[src/rtl/nat_port_block_allocator_core_assert.svh]
// Assertion macros for the port block allocator.
`ifndef NAT_PORT_BLOCK_ALLOCATOR_CORE_ASSERT_SVH
`define NAT_PORT_BLOCK_ALLOCATOR_CORE_ASSERT_SVH

// Check that a condition implies a consequence in the same cycle.
`define NPBA_ASSERT_NOW(lbl, ante, cons) \
  lbl: assert property (@(posedge clk) disable iff (rst) (ante) |-> (cons)) \
    else $error("nat_pba: same-cycle check failed");

// Check that a condition implies a consequence in the next cycle.
`define NPBA_ASSERT_NEXT(lbl, ante, cons) \
  lbl: assert property (@(posedge clk) disable iff (rst) (ante) |=> (cons)) \
    else $error("nat_pba: next-cycle check failed");

`endif

[src/rtl/nat_pba_pkg.sv]
// Shared types and constants for the NAT port block allocator.
package nat_pba_pkg;

  localparam int TABLE_DEPTH_DEF        = 1024;
  localparam int BLOCKS_PER_ADDRESS_DEF = 1008;
  localparam logic [15:0] PORT_BASE     = 16'd1024;
  localparam logic [6:0]  DEFAULT_PORTS = 7'd64;
  localparam logic [10:0] LIMIT_RESET   = 11'd1024;
  localparam logic [6:0]  SIZE_RESET    = 7'd64;

  localparam logic [0:0] CFG_BLOCK_LIMIT = 1'b0;
  localparam logic [0:0] CFG_BLOCK_SIZE  = 1'b1;

  typedef enum logic [1:0] {
    FN_RESERVE  = 2'd0,
    FN_ALLOCATE = 2'd1,
    FN_RELEASE  = 2'd2,
    FN_QUERY    = 2'd3
  } func_t;

  typedef enum logic [1:0] {
    ST_OK        = 2'd0,
    ST_EXHAUSTED = 2'd1,
    ST_NO_PORT   = 2'd2,
    ST_NOT_FOUND = 2'd3
  } status_t;

  typedef enum logic [1:0] {
    S_IDLE,
    S_SCAN,
    S_FINISH,
    S_MISS
  } fsm_t;

  typedef struct packed {
    func_t       func;
    logic [31:0] subscriber;
    logic [31:0] public_addr;
    logic [15:0] release_port;
  } in_word_t;

  typedef struct packed {
    status_t     status;
    logic [15:0] given_port;
    logic [9:0]  block_index;
    logic [15:0] first_port;
    logic [6:0]  ports_in_block;
    logic [63:0] used_map;
  } out_word_t;

  typedef struct packed {
    logic [31:0] subscriber;
    logic [31:0] address;
    logic [63:0] map;
    logic [6:0]  size;
    logic [15:0] start;
  } entry_t;

  typedef struct packed {
    logic       found;
    logic [5:0] bit_pos;
  } pick_t;

endpackage

[src/rtl/nat_pba_pick.sv]
// Lowest free port finder over one block's used map.
module nat_pba_pick (
  input  logic [63:0]        used_map,
  input  logic [6:0]         size,
  output nat_pba_pkg::pick_t pick
);
  import nat_pba_pkg::*;

  always_comb begin
    pick = '0;
    // scan downward so the lowest free candidate wins
    for (int i = 63; i >= 0; i--) begin
      if ((7'(i) < size) && !used_map[i]) begin
        pick.found   = 1'b1;
        pick.bit_pos = 6'(i);
      end
    end
  end

endmodule
[config.mk]
export PLATFORM = sky130hd
export DESIGN_NAME = nat_pba_pick
export DESIGN_NICKNAME = d
export VERILOG_FILES = /design/src/rtl/nat_port_block_allocator_core_assert.svh /design/src/rtl/nat_pba_pkg.sv /design/src/rtl/nat_pba_pick.sv
export SDC_FILE = /design/constraint.sdc
export NUM_CORES = 1
export LEC_CHECK = 0
export ABC_AREA = 1
export BUFFER_PORTS_ARGS = -buffer_cell sky130_fd_sc_hd__buf_2
export CAP_MARGIN = 20
export CORE_UTILIZATION = 40
export DETAILED_ROUTE_END_ITERATION = 6
export PLACE_DENSITY = 0.77
export SYNTH_ARGS = -nofsm -noshare
export SYNTH_HDL_FRONTEND = slang
export SYNTH_SLANG_ARGS = --single-unit
[constraint.sdc]
create_clock -name vclk -period 4.2
set_input_delay 0.63 -clock vclk [all_inputs]
set_output_delay 0.63 -clock vclk [all_outputs]
set_load 0.03 [all_outputs]
==> impl_summary.txt <==
----------------------------------------------------
[Setup path]
  Worst Path Max Fanout ... 4
  Nature of the critical path startpoint ... input port
  Crit Path Class ... in2out
  Most frequent CP cell ... sky130_fd_sc_hd__nand2_1
  Data required, critical path ... 3.57 ns
  Signal arrival time at the worst endpoint ... 4.77 ns
  Maximum single-stage delay on the critical path ... 0.14 ns
  Worst Setup End Kind ... primary output
  Critical-path cell with the highest stage delay ... sky130_fd_sc_hd__buf_6
  Number of buffers and inverters on the critical path ... 3
  Cell family with the largest share of critical-path delay ... simple AND/OR/NAND/NOR gates

[STA]
  Setup repair after global routing missed its margin ... yes
  Total negative setup slack ... -1.75 ns
  Total of endpoints with negative setup slack in the final report ... 3
  Worst-margin pin slew ... 0.501 ns
  Fin crit period ... 5.40 ns
  Final period utilization ... 1.29
  Fmax ... 0.185 GHz
  Final Slew Violations ... 0
  Worst path setup slack after routing ... -1.20 ns
  Relative slew slack ... 0.666
  Endpoints failing hold ... 0

[Clock tree]
  Quantity of hold-fixing buffers added after cts ... 0

[Yosys]
  Leading cell types by total area after synthesis ... sky130_fd_sc_hd__nand2_1 24%, sky130_fd_sc_hd__nor2_1 17%, sky130_fd_sc_hd__inv_1 12%
  Unique cell type count in the Yosys netlist ... 30
  Post-synthesis average cell area ... 4.52 sq um
  Most common cell in the netlist ... sky130_fd_sc_hd__nand2_1
  Top cell type's share of synthesized area ... 0.237
  Post-synthesis instance area ... 1610 sq um
  Sequential share of the synthesized area ... 0
  Post-Synthesis Cells ... 357
  Post-Synth XOR/XNOR Area ... 0
  Post-synthesis simple-gate area fraction ... 0.598
  Share of cell area taken by muxes after synthesis ... 0
  Most frequent cells after synthesis ... 102 x sky130_fd_sc_hd__nand2_1, 72 x sky130_fd_sc_hd__nor2_1, 53 x sky130_fd_sc_hd__inv_1, 21 x sky130_fd_sc_hd__nor3_1, 17 x sky130_fd_sc_hd__o21ai_0
  Arithmetic-cell share of the synthesized area counting full adders, half adders and majority gates ... 0
  Dominant combinational cell family by area after synthesis ... simple AND/OR/NAND/NOR gates
  Fraction of the mapped netlist area in compound gates ... 0.253
  Syn nets ... 428
  Number of warning messages in the yosys log ... 0
  Cell taking the most area after synthesis ... sky130_fd_sc_hd__nand2_1

[Placed design]
  GP Congestion ... 1.03
  HPWL after DPL ... 5.23 mm
  Port Buffer Count ... 78
  Cell area after placement ... 2460 sq um
  Instance count after placement with tap cells included ... 531

[GRT]
  Global-route wire length before repair ... 11.9 mm
  Initial antenna violation count ... 0
  All-Layer GR Usage ... 0.353
  Number of global-route vias before repair ... 2842
  Total congestion overflow after global routing ... 0
  Maximum number of pins on one net before global-route repair ... 15

[Layout]
  Seq_cells ... 0
  Total area of sequential cells ... 0 sq um
  Area Growth Syn to Fin ... 76.3%
  Design area ... 2850 sq um
  Final instance count without filler cells ... 548
  Total of clock buffers placed in the layout ... 0
  Layout cell share with drive strength beyond 1 ... 0.402
  Nets ... 573
  Count of antenna diodes in the layout ... 0

[Power and ir drop]
  Post-route total power ... 332 uW
  Pwr dens ... 117 nW/um^2
  Largest vdd supply drop ... 65.1 uV
  Static leakage ... 0.00159 uW

[Min path]
  Hold depth ... 4
  Endpoint with the worst hold slack ... pick[0]
  Worst hold path startpoint ... used_map[0]
  Hold Path Class ... in2out

[Drt]
  Drc violations ... 0
  Post-detailed-route via-to-cell ratio ... 5.68
  DRT iter0 DRCs ... 263
  Number of optimization iterations in the first detailed-route pass ... 5
  Routed vias ... 3111
  Number of routed nets with antenna violations ... 0
  Routed Wire Length ... 7.94 mm
  Routed wirelength normalized by instance count ... 14.5 um

[Floorplanning]
  Boundary pin count ... 78
  Number of standard-cell rows in the floorplan ... 22
  Initial Util ... 0.428
  Vertical extent of the die ... 65.5 um
  Die Outline Area ... 4290 sq um
  Overall die width ... 65.5 um
  Area of the core ... 3770 sq um

[Status]
  Run status ... finished with violations
  Violated checks ... setup timing

[Run]
  Number of max-cap violations ... 0

----------------------------------------------------
how the worst max path moves through the flow:
| stage | startpoint | endpoint | cells past startpoint |
|---|---|---|---|
| after floorplan | size[2] | pick[0] | 68 |
| after global placement | size[6] | pick[0] | 67 |
| after detailed placement | size[6] | pick[0] | 67 |
| after CTS | size[6] | pick[0] | 68 |
| after global routing | size[6] | pick[0] | 69 |
| final | size[6] | pick[0] | 69 |
placed cells by master (no fill, tap or decap), types with 2 or more instances in the layout:
cell and count:
sky130_fd_sc_hd__a211o_1 8, sky130_fd_sc_hd__a211oi_1 2, sky130_fd_sc_hd__a21oi_1 11, sky130_fd_sc_hd__a21oi_2 2
sky130_fd_sc_hd__a31oi_1 4, sky130_fd_sc_hd__buf_2 69, sky130_fd_sc_hd__buf_4 65, sky130_fd_sc_hd__buf_6 7
sky130_fd_sc_hd__buf_8 3, sky130_fd_sc_hd__inv_1 48, sky130_fd_sc_hd__inv_2 8, sky130_fd_sc_hd__inv_4 5
sky130_fd_sc_hd__nand2_1 94, sky130_fd_sc_hd__nand2_2 4, sky130_fd_sc_hd__nand2_4 7, sky130_fd_sc_hd__nand3_1 8
sky130_fd_sc_hd__nand4_1 8, sky130_fd_sc_hd__nor2_1 66, sky130_fd_sc_hd__nor2_2 7, sky130_fd_sc_hd__nor2_4 4
sky130_fd_sc_hd__nor3_1 19, sky130_fd_sc_hd__nor3_2 2, sky130_fd_sc_hd__nor4_1 3, sky130_fd_sc_hd__o211ai_1 2
sky130_fd_sc_hd__o21a_1 2, sky130_fd_sc_hd__o21ai_0 9, sky130_fd_sc_hd__o21ai_1 6, sky130_fd_sc_hd__o21ai_2 6
sky130_fd_sc_hd__o21bai_1 5
where the power goes:
part	switching, uW	internal, uW	leakage (uW)	total, uW
Combinational	188	145	0.00159	332
Clock	0	0	0	0
Sequential	0	0	0	0
stage by stage:
| stage | utilization | hold WS, ns | worst slack, ns |
|---|---|---|---|
| detailed placement | 0.653 | 1.75 | -0.988 |
| floorplan | - | 1.52 | -0.409 |
| global placement | 0.653 | 1.74 | -0.928 |
| global route | 0.754 | 1.74 | -1.74 |
| finish | 0.754 | 1.71 | -1.20 |
| CTS | 0.726 | 1.71 | -0.847 |
per-layer routing:
metal	vias up	wire length (um)	track usage
li1	1447	-	-
met5	-	0	0
met4	0	531	0.179
met2	241	3660	0.630
met1	1358	2890	0.395
met3	65	859	0.0625
cells by family after synthesis:
family / Yosys count
simple gates: 228
buf+inv: 64
compound gates: 65
area by class of cell:
cell class / instances / area (sq um)
fill: 290 / 926
inverter: 62 / 253
multi-input combinational: 293 / 1570
tap: 48 / 60.1
timing repair buffer: 145 / 965
what timing repair did:
item                       in CTS  in global routing
setup buffers                  20                  6
setup endpoints to repair       2                  6
pin swaps                      23                 16
resized for setup              59                 23
Note: power is estimated with default switching activity, not from simulation.
